--- config.mk ---
export PLATFORM = sky130hd
export DESIGN_NAME = lamp_brightness_regulator_top
export DESIGN_NICKNAME = d
export VERILOG_FILES = /design/src/hdl/lbr_pkg.sv /design/src/hdl/lbr_cfg.sv /design/src/hdl/lamp_brightness_regulator_top.sv
export SDC_FILE = /design/constraint.sdc
export NUM_CORES = 1
export LEC_CHECK = 0
export BUFFER_PORTS_ARGS = -buffer_cell sky130_fd_sc_hd__buf_2
export CORE_MARGIN = 3
export CORE_UTILIZATION = 45
export DETAILED_ROUTE_END_ITERATION = 16
export PLACE_DENSITY = 0.61
export SETUP_SLACK_MARGIN = 0.3
export SLEW_MARGIN = 0
export SYNTH_ARGS = -nofsm -noshare
export SYNTH_HDL_FRONTEND = slang
export SYNTH_SLANG_ARGS = --single-unit
--- constraint.sdc ---
create_clock -name clk -period 9.25 [get_ports clk]
set_input_delay 1.85 -clock clk [delete_from_list [all_inputs] [get_ports clk]]
set_output_delay 1.85 -clock clk [all_outputs]
set_load 0.1 [all_outputs]
--- src/hdl/lbr_pkg.sv ---
// shared constants for the lamp brightness regulator
package lbr_pkg;

	localparam int DUTY_WIDTH_DEF = 13;
	localparam int SAMPLE_W       = 10;
	localparam int BAND_W         = 8;
	localparam int STEPS_W        = 10;
	localparam int WAIT_W         = 6;
	localparam int PRESS_W        = 2;
	localparam int PASS_W         = 4;
	localparam int SWEEP_W        = 3;
	localparam int CFG_IDX_W      = 3;
	localparam int CFG_DATA_W     = 16;

	localparam int FLOOR_RST      = 1618;
	localparam int CEILING_RST    = 8096;
	localparam int TARGET_RST     = 5633;
	localparam int RSETPOINT_RST  = 0;
	localparam int RDUTY_RST      = 0;
	localparam int BAND_RST       = 15;
	localparam int STEPS_RST      = 62;

	localparam logic [CFG_IDX_W-1:0] REG_DUTY_FLOOR     = 3'd0;
	localparam logic [CFG_IDX_W-1:0] REG_DUTY_CEILING   = 3'd1;
	localparam logic [CFG_IDX_W-1:0] REG_DEFAULT_TARGET = 3'd2;
	localparam logic [CFG_IDX_W-1:0] REG_RESTORED_SP    = 3'd3;
	localparam logic [CFG_IDX_W-1:0] REG_RESTORED_DUTY  = 3'd4;
	localparam logic [CFG_IDX_W-1:0] REG_BAND_WIDTH     = 3'd5;
	localparam logic [CFG_IDX_W-1:0] REG_LONG_PRESS     = 3'd6;

	localparam logic [WAIT_W-1:0] START_WAIT   = 6'd5;
	localparam logic [WAIT_W-1:0] WAIT_BAND1   = 6'd39;
	localparam logic [WAIT_W-1:0] WAIT_BAND2   = 6'd29;
	localparam logic [WAIT_W-1:0] WAIT_BAND3   = 6'd19;
	localparam logic [WAIT_W-1:0] WAIT_FAR     = 6'd9;
	localparam logic [WAIT_W-1:0] WAIT_EQUAL   = 6'd49;

	localparam logic [SWEEP_W-1:0] SWEEP_DIV   = 3'd6;
	localparam logic [PASS_W-1:0]  PASS_LIMIT  = 4'd10;
	localparam logic [PRESS_W-1:0] PRESS_MAX   = 2'd3;
	localparam logic [PRESS_W-1:0] PRESS_DOUBLE = 2'd2;

endpackage

--- src/hdl/lbr_cfg.sv ---
// configuration register file of the lamp brightness regulator
module lbr_cfg #(
	parameter int DW = lbr_pkg::DUTY_WIDTH_DEF
) (
	input  logic                                clk,
	input  logic                                arst_n,
	input  logic                                wr_en,
	input  logic [lbr_pkg::CFG_IDX_W-1:0]       wr_index,
	input  logic [lbr_pkg::CFG_DATA_W-1:0]      wr_data,
	output logic [DW-1:0]                       duty_floor,
	output logic [DW-1:0]                       duty_ceiling,
	output logic [DW-1:0]                       default_target,
	output logic [lbr_pkg::SAMPLE_W-1:0]        restored_setpoint,
	output logic [DW-1:0]                       restored_duty,
	output logic [lbr_pkg::BAND_W-1:0]          band_width,
	output logic [lbr_pkg::STEPS_W-1:0]         long_press_steps
);

	logic [DW-1:0]                floor_q, ceiling_q, target_q, rduty_q;
	logic [lbr_pkg::SAMPLE_W-1:0] rsp_q;
	logic [lbr_pkg::BAND_W-1:0]   band_q;
	logic [lbr_pkg::STEPS_W-1:0]  steps_q;

	always_ff @(posedge clk or negedge arst_n) begin
		if (!arst_n) begin
			floor_q   <= DW'(lbr_pkg::FLOOR_RST);
			ceiling_q <= DW'(lbr_pkg::CEILING_RST);
			target_q  <= DW'(lbr_pkg::TARGET_RST);
			rsp_q     <= lbr_pkg::SAMPLE_W'(lbr_pkg::RSETPOINT_RST);
			rduty_q   <= DW'(lbr_pkg::RDUTY_RST);
			band_q    <= lbr_pkg::BAND_W'(lbr_pkg::BAND_RST);
			steps_q   <= lbr_pkg::STEPS_W'(lbr_pkg::STEPS_RST);
		end else if (wr_en) begin
			unique case (wr_index)
				lbr_pkg::REG_DUTY_FLOOR:     floor_q   <= wr_data[DW-1:0];
				lbr_pkg::REG_DUTY_CEILING:   ceiling_q <= wr_data[DW-1:0];
				lbr_pkg::REG_DEFAULT_TARGET: target_q  <= wr_data[DW-1:0];
				lbr_pkg::REG_RESTORED_SP:    rsp_q     <= wr_data[lbr_pkg::SAMPLE_W-1:0];
				lbr_pkg::REG_RESTORED_DUTY:  rduty_q   <= wr_data[DW-1:0];
				lbr_pkg::REG_BAND_WIDTH:     band_q    <= wr_data[lbr_pkg::BAND_W-1:0];
				lbr_pkg::REG_LONG_PRESS:     steps_q   <= wr_data[lbr_pkg::STEPS_W-1:0];
				default: begin
				end
			endcase
		end
	end

	assign duty_floor        = floor_q;
	assign duty_ceiling      = ceiling_q;
	assign default_target    = target_q;
	assign restored_setpoint = rsp_q;
	assign restored_duty     = rduty_q;
	assign band_width        = band_q;
	assign long_press_steps  = steps_q;

endmodule

--- src/hdl/lamp_brightness_regulator_top.sv ---
// top level of the lamp brightness regulator: tick register, mode logic, result register
//
// Each input word is one timer tick carrying a light sensor sample and the
// calibration button level; each tick yields exactly one result word with
// the duty to drive, a store request pulse and the values to store.
// Input channel: in_valid / in_stall with sensor_sample and button_down.
// Output channel: out_valid / out_stall with duty, store_request,
// stored_setpoint and stored_duty.
// Config channel: cfg_valid / cfg_ready (always ready), cfg_index, cfg_data;
// write only while no tick is in flight.
// An accepted word passes through the tick register and then the result register to out_valid.
// Throughput: one word per cycle while out_stall holds no pending result; the tick
// register feeds one pass of mode and regulation logic into the result register.
// Reset clears mode, counters and valid flags; config registers return to
// their defaults and the block starts with its five tick start wait.
// While out_stall holds a pending result, the tick register keeps one more
// word and then in_stall rises until the result is taken.
module lamp_brightness_regulator_top #(
	parameter int DUTY_WIDTH = lbr_pkg::DUTY_WIDTH_DEF
) (
	input  logic                              clk,
	input  logic                              arst_n,
	input  logic                              in_valid,
	output logic                              in_stall,
	input  logic [lbr_pkg::SAMPLE_W-1:0]      sensor_sample,
	input  logic                              button_down,
	output logic                              out_valid,
	input  logic                              out_stall,
	output logic [DUTY_WIDTH-1:0]             duty,
	output logic                              store_request,
	output logic [lbr_pkg::SAMPLE_W-1:0]      stored_setpoint,
	output logic [DUTY_WIDTH-1:0]             stored_duty,
	input  logic                              cfg_valid,
	output logic                              cfg_ready,
	input  logic [lbr_pkg::CFG_IDX_W-1:0]     cfg_index,
	input  logic [lbr_pkg::CFG_DATA_W-1:0]    cfg_data
);

	localparam int DW  = DUTY_WIDTH;
	localparam int SW  = ((DW > lbr_pkg::STEPS_W) ? DW : lbr_pkg::STEPS_W) + 1;
	localparam int SPW = lbr_pkg::SAMPLE_W;

	typedef enum logic [2:0] {
		M_START = 3'd0,
		M_RAMP  = 3'd1,
		M_REG   = 3'd2,
		M_CAL   = 3'd3,
		M_MAX   = 3'd4
	} mode_t;

	logic [DW-1:0]                duty_floor, duty_ceiling, default_target, restored_duty;
	logic [SPW-1:0]               restored_setpoint;
	logic [lbr_pkg::BAND_W-1:0]   band_width;
	logic [lbr_pkg::STEPS_W-1:0]  long_press_steps;

	lbr_cfg #(.DW(DW)) u_cfg (
		.clk               (clk),
		.arst_n            (arst_n),
		.wr_en             (cfg_valid),
		.wr_index          (cfg_index),
		.wr_data           (cfg_data),
		.duty_floor        (duty_floor),
		.duty_ceiling      (duty_ceiling),
		.default_target    (default_target),
		.restored_setpoint (restored_setpoint),
		.restored_duty     (restored_duty),
		.band_width        (band_width),
		.long_press_steps  (long_press_steps)
	);

	assign cfg_ready = 1'b1;

	// tick register
	logic           valid_s1;
	logic [SPW-1:0] sample_s1;
	logic           button_s1;
	logic           advance;

	// state
	mode_t                        mode_q;
	logic [DW-1:0]                duty_q, calib_q;
	logic [lbr_pkg::WAIT_W-1:0]   wait_q;
	logic [SPW-1:0]               setpoint_q, last_sp_q;
	logic [lbr_pkg::PRESS_W-1:0]  press_q;
	logic [lbr_pkg::PASS_W-1:0]   pass_q;
	logic [lbr_pkg::SWEEP_W-1:0]  sweep_q;
	logic                         out_valid_q, store_q;

	// next state
	mode_t                        nx_mode;
	logic [DW-1:0]                nx_duty, nx_calib, target;
	logic [DW:0]                  duty_inc;
	logic [SW-1:0]                press_limit;
	logic [lbr_pkg::WAIT_W-1:0]   nx_wait;
	logic [SPW-1:0]               nx_sp, nx_last, err;
	logic [lbr_pkg::PRESS_W-1:0]  nx_press;
	logic [lbr_pkg::PASS_W-1:0]   nx_pass;
	logic [lbr_pkg::SWEEP_W-1:0]  nx_sweep;
	logic                         nx_store, do_tick, do_pass;
	logic [SPW:0]                 band1, band2, band3;

	assign advance  = !out_valid_q || !out_stall;
	assign in_stall = valid_s1 && !advance;

	always_ff @(posedge clk or negedge arst_n) begin
		if (!arst_n) begin
			valid_s1 <= 1'b0;
		end else if (!in_stall) begin
			valid_s1 <= in_valid;
		end
	end

	always_ff @(posedge clk) begin
		if (!in_stall && in_valid) begin
			sample_s1 <= sensor_sample;
			button_s1 <= button_down;
		end
	end

	assign duty_inc    = {1'b0, duty_q} + {{DW{1'b0}}, 1'b1};
	assign press_limit = SW'(duty_floor) + SW'(long_press_steps);
	assign band1       = (SPW + 1)'(band_width);
	assign band2       = (SPW + 1)'({band_width, 1'b0});
	assign band3       = band1 + band2;

	always_comb begin
		nx_mode  = mode_q;
		nx_duty  = duty_q;
		nx_calib = calib_q;
		nx_wait  = wait_q;
		nx_sp    = setpoint_q;
		nx_last  = last_sp_q;
		nx_press = press_q;
		nx_pass  = pass_q;
		nx_sweep = sweep_q;
		nx_store = 1'b0;
		do_tick  = 1'b0;
		do_pass  = 1'b0;
		err      = '0;
		target   = (calib_q > duty_floor) ? calib_q : default_target;
		if (target > duty_ceiling) begin
			target = duty_ceiling;
		end

		unique case (mode_q)
			M_START: begin
				if (wait_q != '0) begin
					nx_wait = wait_q - 1'b1;
				end
				nx_duty = '0;
				if (nx_wait == '0) begin
					nx_sp    = restored_setpoint;
					nx_last  = restored_setpoint;
					nx_calib = restored_duty;
					nx_mode  = M_RAMP;
				end
			end
			M_RAMP: begin
				if (duty_q < target) begin
					nx_duty = duty_inc[DW-1:0];
				end else begin
					nx_mode = M_REG;
					nx_wait = '0;
					do_tick = 1'b1;
				end
			end
			M_CAL: begin
				if (button_s1) begin
					nx_sweep = sweep_q + 1'b1;
					if (nx_sweep >= lbr_pkg::SWEEP_DIV) begin
						nx_sweep = '0;
						if (SW'(duty_inc) > press_limit) begin
							nx_press = '0;
						end
						nx_duty  = ((DW + 1)'(duty_ceiling) < duty_inc) ? duty_ceiling
						                                                : duty_inc[DW-1:0];
						nx_calib = nx_duty;
						nx_sp    = sample_s1;
					end
				end else if (press_q >= lbr_pkg::PRESS_DOUBLE) begin
					nx_mode = M_MAX;
				end else begin
					nx_mode = M_REG;
					do_pass = 1'b1;
				end
			end
			M_MAX: begin
				if (duty_q < duty_ceiling) begin
					nx_duty = duty_inc[DW-1:0];
				end else begin
					nx_calib = duty_q;
					nx_sp    = sample_s1;
					nx_press = '0;
					nx_mode  = M_REG;
					do_pass  = 1'b1;
				end
			end
			default: begin
				nx_mode = M_REG;
				do_tick = 1'b1;
			end
		endcase

		if (do_tick) begin
			if (nx_wait != '0) begin
				nx_wait = nx_wait - 1'b1;
			end else if (button_s1) begin
				nx_press = (nx_press < lbr_pkg::PRESS_MAX) ? nx_press + 1'b1
				                                           : lbr_pkg::PRESS_MAX;
				nx_duty  = duty_floor;
				nx_pass  = '0;
				nx_sweep = '0;
				nx_mode  = M_CAL;
			end else begin
				do_pass = 1'b1;
			end
		end

		if (do_pass) begin
			if (nx_pass >= lbr_pkg::PASS_LIMIT) begin
				nx_press = '0;
				nx_pass  = '0;
			end
			if (nx_sp != nx_last) begin
				nx_last  = nx_sp;
				nx_store = 1'b1;
			end
			if (sample_s1 > nx_sp) begin
				err = sample_s1 - nx_sp;
				if (nx_duty > duty_floor) begin
					nx_duty = nx_duty - 1'b1;
				end
			end else if (sample_s1 < nx_sp) begin
				err = nx_sp - sample_s1;
				if (nx_duty < duty_ceiling) begin
					nx_duty = nx_duty + 1'b1;
				end
			end
			priority if (err == '0) begin
				nx_wait = lbr_pkg::WAIT_EQUAL;
			end else if ({1'b0, err} <= band1) begin
				nx_wait = lbr_pkg::WAIT_BAND1;
			end else if ({1'b0, err} <= band2) begin
				nx_wait = lbr_pkg::WAIT_BAND2;
			end else if ({1'b0, err} <= band3) begin
				nx_wait = lbr_pkg::WAIT_BAND3;
			end else begin
				nx_wait = lbr_pkg::WAIT_FAR;
			end
			nx_pass = nx_pass + 1'b1;
		end
	end

	always_ff @(posedge clk or negedge arst_n) begin
		if (!arst_n) begin
			mode_q      <= M_START;
			duty_q      <= '0;
			calib_q     <= DW'(lbr_pkg::RDUTY_RST);
			wait_q      <= lbr_pkg::START_WAIT;
			setpoint_q  <= SPW'(lbr_pkg::RSETPOINT_RST);
			last_sp_q   <= SPW'(lbr_pkg::RSETPOINT_RST);
			press_q     <= '0;
			pass_q      <= '0;
			sweep_q     <= '0;
			store_q     <= 1'b0;
			out_valid_q <= 1'b0;
		end else if (advance) begin
			out_valid_q <= valid_s1;
			if (valid_s1) begin
				mode_q     <= nx_mode;
				duty_q     <= nx_duty;
				calib_q    <= nx_calib;
				wait_q     <= nx_wait;
				setpoint_q <= nx_sp;
				last_sp_q  <= nx_last;
				press_q    <= nx_press;
				pass_q     <= nx_pass;
				sweep_q    <= nx_sweep;
				store_q    <= nx_store;
			end
		end
	end

	assign out_valid       = out_valid_q;
	assign duty            = duty_q;
	assign store_request   = store_q;
	assign stored_setpoint = last_sp_q;
	assign stored_duty     = calib_q;

endmodule
---- Yosys cells after proc, flatten, opt, wreduce, memory -nomap -nowiden ----
Index checks and enable logic that the tools add are counted.
word-level totals
  logic and storage cells ................. 175
  input port bits ......................... 35
  bits in registers ....................... 158
cells by class
  eq/ne operators ......................... 14
  reduce and logical (&&, ||, !) cells .... 24
  $lt $le $gt $ge ......................... 17
  add/sub/neg operators ................... 12
  multiplexer cells ....................... 87
operators by type and width
  cell                   number
  $mux 13                19
  $mux 10                11
  $pmux 13 s4            1
  $mux 6                 8
  $mux 3                 14
  $gt 13x13->1           3
  $lt 13x13->1           3
  $pmux 13 s3            1
  $pmux 10 s3            1
  $mux 4                 6
  $mux 2                 10
  $sub 10x10->10         2
  $reduce_and 2->1       8
  $add 13x1->14 const B  1
  $add 13x10->14         1
  $gt 14x14->1           1
  $lt 13x14->1           1
  $add 13x1->13 const B  1
  $sub 13x1->13 const B  1
  $eq 3x3->1 const B     4
  $pmux 3 s4             1
  $pmux 6 s2             1
  $reduce_bool 6->1      2
  $sub 6x1->6 const B    2
  other kinds (30)       51

---- Depth between registers and ports, before layout ----
Gate-level depths: netlist (run 1).
  depth in word-level cells ............... 17
  depth in mapped cells ................... 46
  depth with buffers taken out ............ 45

---- Modules after synthesis ----
Synthesis (run 1) repeated with hierarchy kept, for this count alone.
unflattened totals
  cell total of the unflattened synthesis .. 1,548
  area, all modules ....................... 14,187.4 um^2
modules (own cells, without submodules)
  module                         cells each  area each (um^2)  times used  sequential area each (um^2)
  lamp_brightness_regulator_top  1,375       10,963.0          1           2,009.4
  lbr_cfg                        173         3,224.3           1           2,033.2

---- Least setup slack after synthesis (run 1) ----
OpenSTA, ideal clock, no wires.
  path type ............................... register to register
  start ................................... register calib_q[4], in the netlist stored_duty[4]
  end ..................................... register duty_q[7], in the netlist duty[7]
  arrival time ............................ 9.908 ns
  stages on the path, launching flop included .. 44
  library setup time ...................... 0.082 ns
  slack ................................... -0.740 ns
  cell sequence ........................... dfrtp_1 > ha_1 > and4_1 > nor2b_1 > o31a_1 > o31a_1 > buf_1 > mux2_2 > ha_1 > and3_1 > and3_1 > o221ai_1 > nand3_1 > nand2_1 > clkbuf_1 > mux2i_1 > ha_1 > a21o_1 > (+8 left out) > o21ai_0 > a211oi_1 > nand2_1 > a21o_1 > buf_2 > clkbuf_1 > a21oi_1 > ha_1 > a21o_1 > a21o_1 > a21oi_1 > nand2_1 > a2111oi_0 > o21ai_0 > nor3b_1 > o21ai_1 > or3_1 > a31oi_1
on the way
  word-level cells in the longest chain between the ends .. 15
  elaborated cells between the ends (all ways) .. 26
  those cells by class .................... 2 x add/sub; 5 x order compare; 18 x mux; 1 x reduce/logical
RTL lines
  what                                           line                                                                        text
  from (decl)                                    lamp_brightness_regulator_top.sv:81                                         logic [DW-1:0] duty_q, calib_q;
  from (signal assigned)                         lamp_brightness_regulator_top.sv:258                                        calib_q <= DW'(lbr_pkg::RDUTY_RST);
  from (signal assigned)                         lamp_brightness_regulator_top.sv:272                                        calib_q <= nx_calib;
  $gt 13x13->1                                   lamp_brightness_regulator_top.sv:140                                        target = (calib_q > duty_floor) ? calib_q : default_target;
  $mux 13 *                                      lamp_brightness_regulator_top.sv:140
  $gt 13x13->1                                   lamp_brightness_regulator_top.sv:141                                        if (target > duty_ceiling) begin
  $mux 13 *                                      lamp_brightness_regulator_top.sv:141
  $lt 13x13->1 *                                 lamp_brightness_regulator_top.sv:159                                        if (duty_q < target) begin
  $mux 6 or $mux 13 (tied branches)              lamp_brightness_regulator_top.sv:159
  $pmux 6 s2 or $pmux 13 s4 (tied branches)      lamp_brightness_regulator_top.sv:145                                        unique case (mode_q)
  $reduce_bool 6->1 or $mux 13 (tied branches)   lamp_brightness_regulator_top.sv:205, lamp_brightness_regulator_top.sv:207
  $mux 13                                        lamp_brightness_regulator_top.sv:205                                        if (nx_wait != '0) begin
  $mux 13                                        lamp_brightness_regulator_top.sv:204                                        if (do_tick) begin
  $add 13x1->13 or $lt 13x13->1 (tied branches)  lamp_brightness_regulator_top.sv:236, lamp_brightness_regulator_top.sv:235
  $mux 13                                        lamp_brightness_regulator_top.sv:235                                        if (nx_duty < duty_ceiling) begin
  $mux 13                                        lamp_brightness_regulator_top.sv:233                                        end else if (sample_s1 < nx_sp) begin
  $mux 13                                        lamp_brightness_regulator_top.sv:228                                        if (sample_s1 > nx_sp) begin
  $mux 13 *                                      lamp_brightness_regulator_top.sv:219                                        if (do_pass) begin
  to (signal assigned)                           lamp_brightness_regulator_top.sv:271                                        duty_q <= nx_duty;
  to (decl)                                      lamp_brightness_regulator_top.sv:81
Mark *: on every way between the ends. The rest lies on a longest branch, timed or not.
A chain may end at the register's enable or synchronous reset.

---- Worst setup path in the final report (run 1) ----
  start ................................... register u_cfg.floor_q[1], in the netlist u_cfg.duty_floor[1]
  end ..................................... register duty_q[11], in the netlist duty[11]
on the way
  word-level cells in the longest chain between the ends .. 15
  elaborated cells between the ends (all ways) .. 26
  those cells by class .................... 2 x add/sub; 5 x order compare; 18 x mux; 1 x reduce/logical
RTL lines
  what                                           line                                                                        text
  from (decl)                                    lbr_cfg.sv:19                                                               logic [DW-1:0] floor_q, ceiling_q, target_q, rduty_q;
  from (signal assigned)                         lbr_cfg.sv:26                                                               floor_q <= DW'(lbr_pkg::FLOOR_RST);
  from (signal assigned)                         lbr_cfg.sv:35                                                               lbr_pkg::REG_DUTY_FLOOR: floor_q <= wr_data[DW-1:0];
  $gt 13x13->1                                   lamp_brightness_regulator_top.sv:140
  $mux 13                                        lamp_brightness_regulator_top.sv:140
  $gt 13x13->1                                   lamp_brightness_regulator_top.sv:141
  $mux 13                                        lamp_brightness_regulator_top.sv:141
  $lt 13x13->1                                   lamp_brightness_regulator_top.sv:159
  $mux 6 or $mux 13 (tied branches)              lamp_brightness_regulator_top.sv:159
  $pmux 6 s2 or $pmux 13 s4 (tied branches)      lamp_brightness_regulator_top.sv:145
  $reduce_bool 6->1 or $mux 13 (tied branches)   lamp_brightness_regulator_top.sv:205, lamp_brightness_regulator_top.sv:207
  $mux 13                                        lamp_brightness_regulator_top.sv:205
  $mux 13                                        lamp_brightness_regulator_top.sv:204
  $add 13x1->13 or $lt 13x13->1 (tied branches)  lamp_brightness_regulator_top.sv:236, lamp_brightness_regulator_top.sv:235
  $mux 13                                        lamp_brightness_regulator_top.sv:235
  $mux 13                                        lamp_brightness_regulator_top.sv:233
  $mux 13                                        lamp_brightness_regulator_top.sv:228
  $mux 13 *                                      lamp_brightness_regulator_top.sv:219
Marked as above.

==> flow_summary.yaml, run 1 <==
drt:
  ant_nets: 0
  drc: 0
  vias_per_cell: 6.17
  routedWlPerCell_um: 22.7
  met2_length_mm: 21.1
  top_layer_used: "met5"
  via_count: 13500
  m1WireLength_mm: 22.5
  drt_first_pass_iters: 6
  wl_met3_mm: 4.78
  drt_iter0_drc: 1549
  drt_wl_total_mm: 49.8
clock_tree:
  clock_sinks: 158
  cts-hold-fix-buffers: 0
  clk_pin_slew_ns: 0.07
  cts_buffer_depth: 2
  clk_latency_ns: 0.46
  cts_inserted_buffers: 17
  cts_max_level: 4
  cts_root_buffer: "clkbuf_16"
  cts_tree: "done"
worst_setup_path:
  end_kind: "flop"
  r2r-end: "duty[11]$_DFFE_PN0P_"
  cpPeakStageDelay_ns: 0.54
  cp.arrival_ns: 9.27
  ff2ff_path_depth: 48
  startpoint: "u_cfg.duty_floor[1]$_DFFE_PN1P_"
  reg2reg_slack_ns: 0.31
  crit_required_ns: 9.58
  start_kind: "flop"
  critPathKind: "reg2reg"
  crit_slowest_cell: "dfstp_2"
  crit_end: "duty[11]$_DFFE_PN0P_"
  critPathMaxFanout: 8
  rr_startpoint: "u_cfg.duty_floor[1]$_DFFE_PN1P_"
placed_design:
  pre_cts_slack_ns: -0.412
  port-buffer-count: 70
  placed_cell_area_sq_um: 15700
  dp.cells: 2142
  place.gp.congestion: 1.00
  hpwl_mm: 38.5
layout:
  layout-drive-gt1-share: 0.271
  nets: 2004
  antenna_cells: 0
  final_common_cell: "buf_4"
  final_cell_mix: "buf_4 (169), ha_1 (159), nand2_1 (144), o21ai_0 (121), inv_1 (108)"
  final_area_sq_um: 17000
  instances_no_fill: 2195
  area_growth_pct: 23.1
  fillers: 2745
die:
  die_y_um: 181
  rows: 63
  core_area_sq_um: 30000
  ios: 75
  start_util: 0.462
  die_area_sq_um: 32900
  die-width_um: 181
timing:
  slew_viol_final: 0
  finalSetupViolCount: 0
  worst_slew_pin_slew_ns: 1.14
  slew_headroom: 0.234
  fin_crit_ns: 8.94
  hold_violations: 0
  fin_skew_ns: 0.0143
  fmax_mhz: 112
  layout_setup_ws_ns: 0.305
  rsz0062_at_grt: "yes"
  period_share: 0.967
synthesis:
  ys_ff_latch: 158
  synthesis.area_sq_um: 13800
  ys_seq_area_frac: 0.292
  syn_avg_cell_area_sq_um: 8.72
  synth_nets: 1799
  async_flop_share: 0.930
  synth_flop_cell: "dfrtp_1"
  synth-edff-count: 11
  syn_inst: 1587
  synth_warnings: 0
  synth_cell_types: 82
global_routing:
  grt_pass1_vias: 12900
  grt_max_degree: 86
  track_usage: 0.298
  grt_first_pass_wirelength_mm: 76.0
  gr-total-overflow: 0
  antenna_found_initial: 1
run_status:
  status: "finished, final reports clean"
min_path:
  whs_path_depth: 1
  hold_path_class: "reg2reg"
  min_from: "store_request$_DFFE_PN0P_"
job:
  drv_cap: 0
==> per-layer routing <==
| metal | track usage | vias to the layer above |
|---|---|---|
| met5 | 0 | - |
| met1 | 0.434 | 6620 |
| met3 | 0.0807 | 78 |
| met2 | 0.433 | 564 |
| li1 | - | 6275 |
| met4 | 0.0890 | 2 |
==> worst max-delay path: cells and delay by family (launching register included) <==
kind                       cells  cell delay (ns)
AOI/OAI and AO/OA             20             3.38
buffers and inverters          7             0.88
xor gates and xnor gates       1             0.24
adders and majority gates      5             1.24
and+or+nand+nor               12             1.57
DFF                            1             0.54
muxes                          3             0.94
==> per-stage QoR <==
stage / util / setup TNS, ns / hold WS, ns
2_1_floorplan: - / 0 / 0.442
3_3_place_gp: 0.525 / -1.53 / 0.461
3_5_place_dp: 0.525 / -3.28 / 0.465
4_1_cts: 0.556 / 0 / 0.480
5_1_grt: 0.569 / -0.0127 / 0.510
6_report: 0.569 / 0 / 0.477
==> worst min path at each step <==
stage,endpoint
2_1_floorplan,pass_q[0]$_DFFE_PN0P_
3_3_place_gp,store_request$_DFFE_PN0P_
3_5_place_dp,store_request$_DFFE_PN0P_
4_1_cts,store_request$_DFFE_PN0P_
5_1_grt,pass_q[0]$_DFFE_PN0P_
6_report,store_request$_DFFE_PN0P_
==> cells by family after synthesis <==
| group | Yosys count | share of synthesized area |
|---|---|---|
| buf+inv | 172 | 0.0476 |
| compound gates | 493 | 0.232 |
| simple gates | 427 | 0.149 |
| fa+ha+maj | 177 | 0.162 |
| xor+xnor | 54 | 0.0342 |
| flops | 158 | 0.292 |
| mux | 105 | 0.0830 |
| other cells | 1 | 0.000271 |
==> cell type report <==
| cell class | instances | area, sq um | share of cell area |
|---|---|---|---|
| repair buffers | 247 | 1720 | 0.101 |
| clock buffers | 17 | 425 | 0.0250 |
| inverters | 111 | 419 | 0.0246 |
| clock inverters | 15 | 171 | 0.0101 |
| well taps | 390 | 488 | 0.0286 |
| flip-flops and latches | 158 | 4070 | 0.239 |
| multi-input cells | 1257 | 9750 | 0.572 |
==> cell usage after synthesis (all sizes together) (17+ instances only) <==
master,number,share of area
a22oi,17,0.0092
dfrtp,120,0.22
ha,173,0.16
xnor2,38,0.024
nor3,20,0.0076
nor2b,17,0.0077
nand3,30,0.011
mux2i,30,0.022
nand2,150,0.041
o21ai,151,0.055
nand4,26,0.012
a21o,25,0.014
o21a,23,0.012
nor2,94,0.025
dfstp,27,0.051
a211oi,17,0.0096
a221oi,18,0.011
inv,111,0.030
mux2,75,0.061
clkbuf,53,0.014
a21oi,98,0.036
and3,20,0.0090
==> registers in the layout, indices dropped and copies added, names as in the netlist <==
| name | flops |
|---|---|
| button_s1 | 1 |
| duty | 13 |
| mode_q | 3 |
| out_valid | 1 |
| pass_q | 4 |
| press_q | 2 |
| sample_s1 | 10 |
| setpoint_q | 10 |
| store_request | 1 |
| stored_duty | 13 |
| stored_setpoint | 10 |
| sweep_q | 3 |
| u_cfg.band_width | 8 |
| u_cfg.default_target | 13 |
| u_cfg.duty_ceiling | 13 |
| u_cfg.duty_floor | 13 |
| u_cfg.long_press_steps | 10 |
| u_cfg.restored_duty | 13 |
| u_cfg.restored_setpoint | 10 |
| valid_s1 | 1 |
| wait_q | 6 |
==> what timing repair did <==
item                                    CTS  global route
endpoints found under the setup margin   13            13
resized for setup                        51            65
setup buffers                             6            15
pin swaps                                25            52
Power of run 1 is left out: the tool's default activity adds up to more than one toggle a clock period on the data nets, which glitch-free logic cannot reach.
==> inputs of run 2 (changes only) <==
ABC_AREA = 1   (was unset)
==> run 2 against run 1 <==
Against the previous run:
- synthesized cell count is 22% higher
- non-clock buffer count is 87 lower
- synthesized area is 0.59% higher
- flip-flop and latch count stayed put
- cell count is 12% higher
- critical endpoint is now duty[12]$_DFFE_PN0P_
- highest routed layer is now met4
==> flow_summary.yaml, run 2 <==
run_status:
  status: "finished, final reports clean"
timing:
  fmax_mhz: 121
  finalSetupViolCount: 0
  period_share: 0.894
  fin_crit_ns: 8.27
  slew_headroom: 0.346
  worst_slew_pin_slew_ns: 0.981
  tns_ns: 0
  fin_skew_ns: 0.0144
  hold_violations: 0
  slew_viol_final: 0
  rsz0062_at_grt: "no"
clock_tree:
  cts_max_level: 4
  cts_inserted_buffers: 17
  clk_pin_slew_ns: 0.08
  clock_sinks: 158
  cts_buffer_depth: 2
  cts-hold-fix-buffers: 0
  cts_tree: "done"
  cts_root_buffer: "clkbuf_16"
  clk_latency_ns: 0.46
worst_setup_path:
  start_kind: "flop"
  critPathMaxFanout: 14
  ff2ff_path_depth: 60
  cpPeakStageDelay_ns: 0.55
  cpMostUsedCell: "nand2_1"
  crit_required_ns: 9.60
  reg2reg_slack_ns: 0.98
  crit_slowest_cell: "dfstp_2"
  r2r-end: "duty[12]$_DFFE_PN0P_"
  critPathKind: "reg2reg"
  cp.arrival_ns: 8.62
  rr_startpoint: "u_cfg.duty_floor[4]$_DFFE_PN1P_"
  end_kind: "flop"
drt:
  via_count: 13800
  drt_wl_total_mm: 46.4
  drc: 0
  vias_per_cell: 5.59
  ant_nets: 0
  drt_first_pass_iters: 6
  routedWlPerCell_um: 18.8
  drt_iter0_drc: 1360
min_path:
  min_to: "out_valid$_DFFE_PN0N_"
  hold_path_class: "reg2reg"
  whs_path_depth: 2
  min_from: "valid_s1$_DFFE_PN0N_"
placed_design:
  place.gp.congestion: 0.984
  dp.cells: 2429
  hpwl_mm: 36.7
  port-buffer-count: 70
global_routing:
  track_usage: 0.279
  gr-total-overflow: 0
  grt_pass1_vias: 13000
  antenna_found_initial: 0
  grt_first_pass_wirelength_mm: 72.4
  grt_max_degree: 80
synthesis:
  synthesis.area_sq_um: 13900
  synth_nets: 2152
  synth_top_area_cell: "dfrtp_1"
  yosys-top-cells-area: "dfrtp_1 (22%), ha_1 (16%), nand2_1 (13%), o21ai_0 (7.9%), inv_1 (6.2%)"
  yosysMostFrequentCell: "nand2_1"
  synthTopCellsByCount: "nand2_1 (465), inv_1 (230), o21ai_0 (221), ha_1 (173), nor2_1 (127)"
  ys_seq_area_frac: 0.290
  ys_ff_latch: 158
  syn_inst: 1940
  synth-edff-count: 11
  synth_flop_cell: "dfrtp_1"
  syn_avg_cell_area_sq_um: 7.18
  async_flop_share: 0.930
  yosysTopAreaCellShare: 0.216
  synth_warnings: 0
  synth_cell_types: 63
layout:
  instances_no_fill: 2467
  nets: 2276
  antenna_cells: 0
  final_cell_mix: "nand2_1 (464), inv_1 (227), o21ai_0 (211), ha_1 (173), nor2_1 (126)"
  layout-drive-gt1-share: 0.138
  final_common_cell: "nand2_1"
  area_growth_pct: 14.1
die:
  ios: 75
  core_area_sq_um: 30000
  die_y_um: 182
  die-width_um: 182
  die_area_sq_um: 33100
  start_util: 0.464
  rows: 63
job:
  drv_cap: 0
[run 2: changes by cell type after synthesis, moves of 20 or more]
cell and delta:
a21o_1 -22, a21oi_1 +24, inv_1 +120, mux2_2 -72, mux2i_1 -30, nand2_1 +315
nand3_1 +58, nor2_1 +33, o21a_1 -20, o21ai_0 +86, xnor2_1 -24
[run 2: final cells by class]
cell class	count	area [sq um]
timing repair buffer	160	1060
multi-input combinational	1482	8760
clock buffer	17	425
inverter	245	923
clock inverter	15	195
sequential	158	4040
fill	2942	14100
tap	390	488
[run 2: timing repair]
item	4_1_cts	5_1_grt
buffers inserted	0	5
endpoints found under the setup margin	0	13
resized for setup	0	21
[run 2: how the worst max path moves through the flow]
stage / cells past startpoint / slack (ns) / end / startpoint
global route: 63 / 0.29 / duty[10]$_DFFE_PN0P_ / u_cfg.duty_floor[10]$_DFFE_PN1P_
global placement: 63 / 0.76 / duty[12]$_DFFE_PN0P_ / u_cfg.duty_floor[1]$_DFFE_PN1P_
detailed placement: 61 / 0.70 / duty[12]$_DFFE_PN0P_ / u_cfg.duty_floor[4]$_DFFE_PN1P_
CTS: 61 / 0.66 / duty[12]$_DFFE_PN0P_ / u_cfg.duty_floor[4]$_DFFE_PN1P_
finish: 60 / 0.98 / duty[12]$_DFFE_PN0P_ / u_cfg.duty_floor[4]$_DFFE_PN1P_
floorplan: 62 / 1.18 / duty[10]$_DFFE_PN0P_ / stored_duty[12]$_DFFE_PN0P_
[run 2: per-stage QoR]
stage	hold WS [ns]	setup WS (ns)	instance area, sq um	util
4_1_cts	0.484	0.664	15800	0.526
5_1_grt	0.511	0.288	15900	0.529
3_3_place_gp	0.451	0.760	15200	0.505
3_5_place_dp	0.468	0.702	15200	0.505
6_report	0.477	0.980	15900	0.529
2_1_floorplan	0.448	1.18	13900	-
[run 2: metal layers]
layer	GRT usage	vias up	share of wire
li1	-	6801	-
met1	0.416	6476	0.48
met2	0.420	473	0.43
met3	0.0477	45	0.076
met4	0.0689	0	0.018
met5	0	-	0
[run 2: kinds of logic after synthesis]
family                     Yosys count  synth area share
adders and majority gates          177             0.161
muxes                                2           0.00162
xor gates and xnor gates            49            0.0308
AOI/OAI and AO/OA                  477             0.194
and+or+nand+nor                    775             0.239
buffers and inverters              301            0.0837
DFF                                158             0.290
other                                1          0.000269
[run 2: worst max-delay path: cells and delay by family (launching register included)]
kind | cells | cell delay [ns]
AO/OA/AOI/OAI | 11 | 1.45
AND/OR/NAND/NOR | 31 | 3.26
flip-flops | 1 | 0.55
buffers and inverters | 13 | 1.47
adder cells (fa/ha/maj) | 5 | 1.38
Power of run 2 is left out for the same reason.
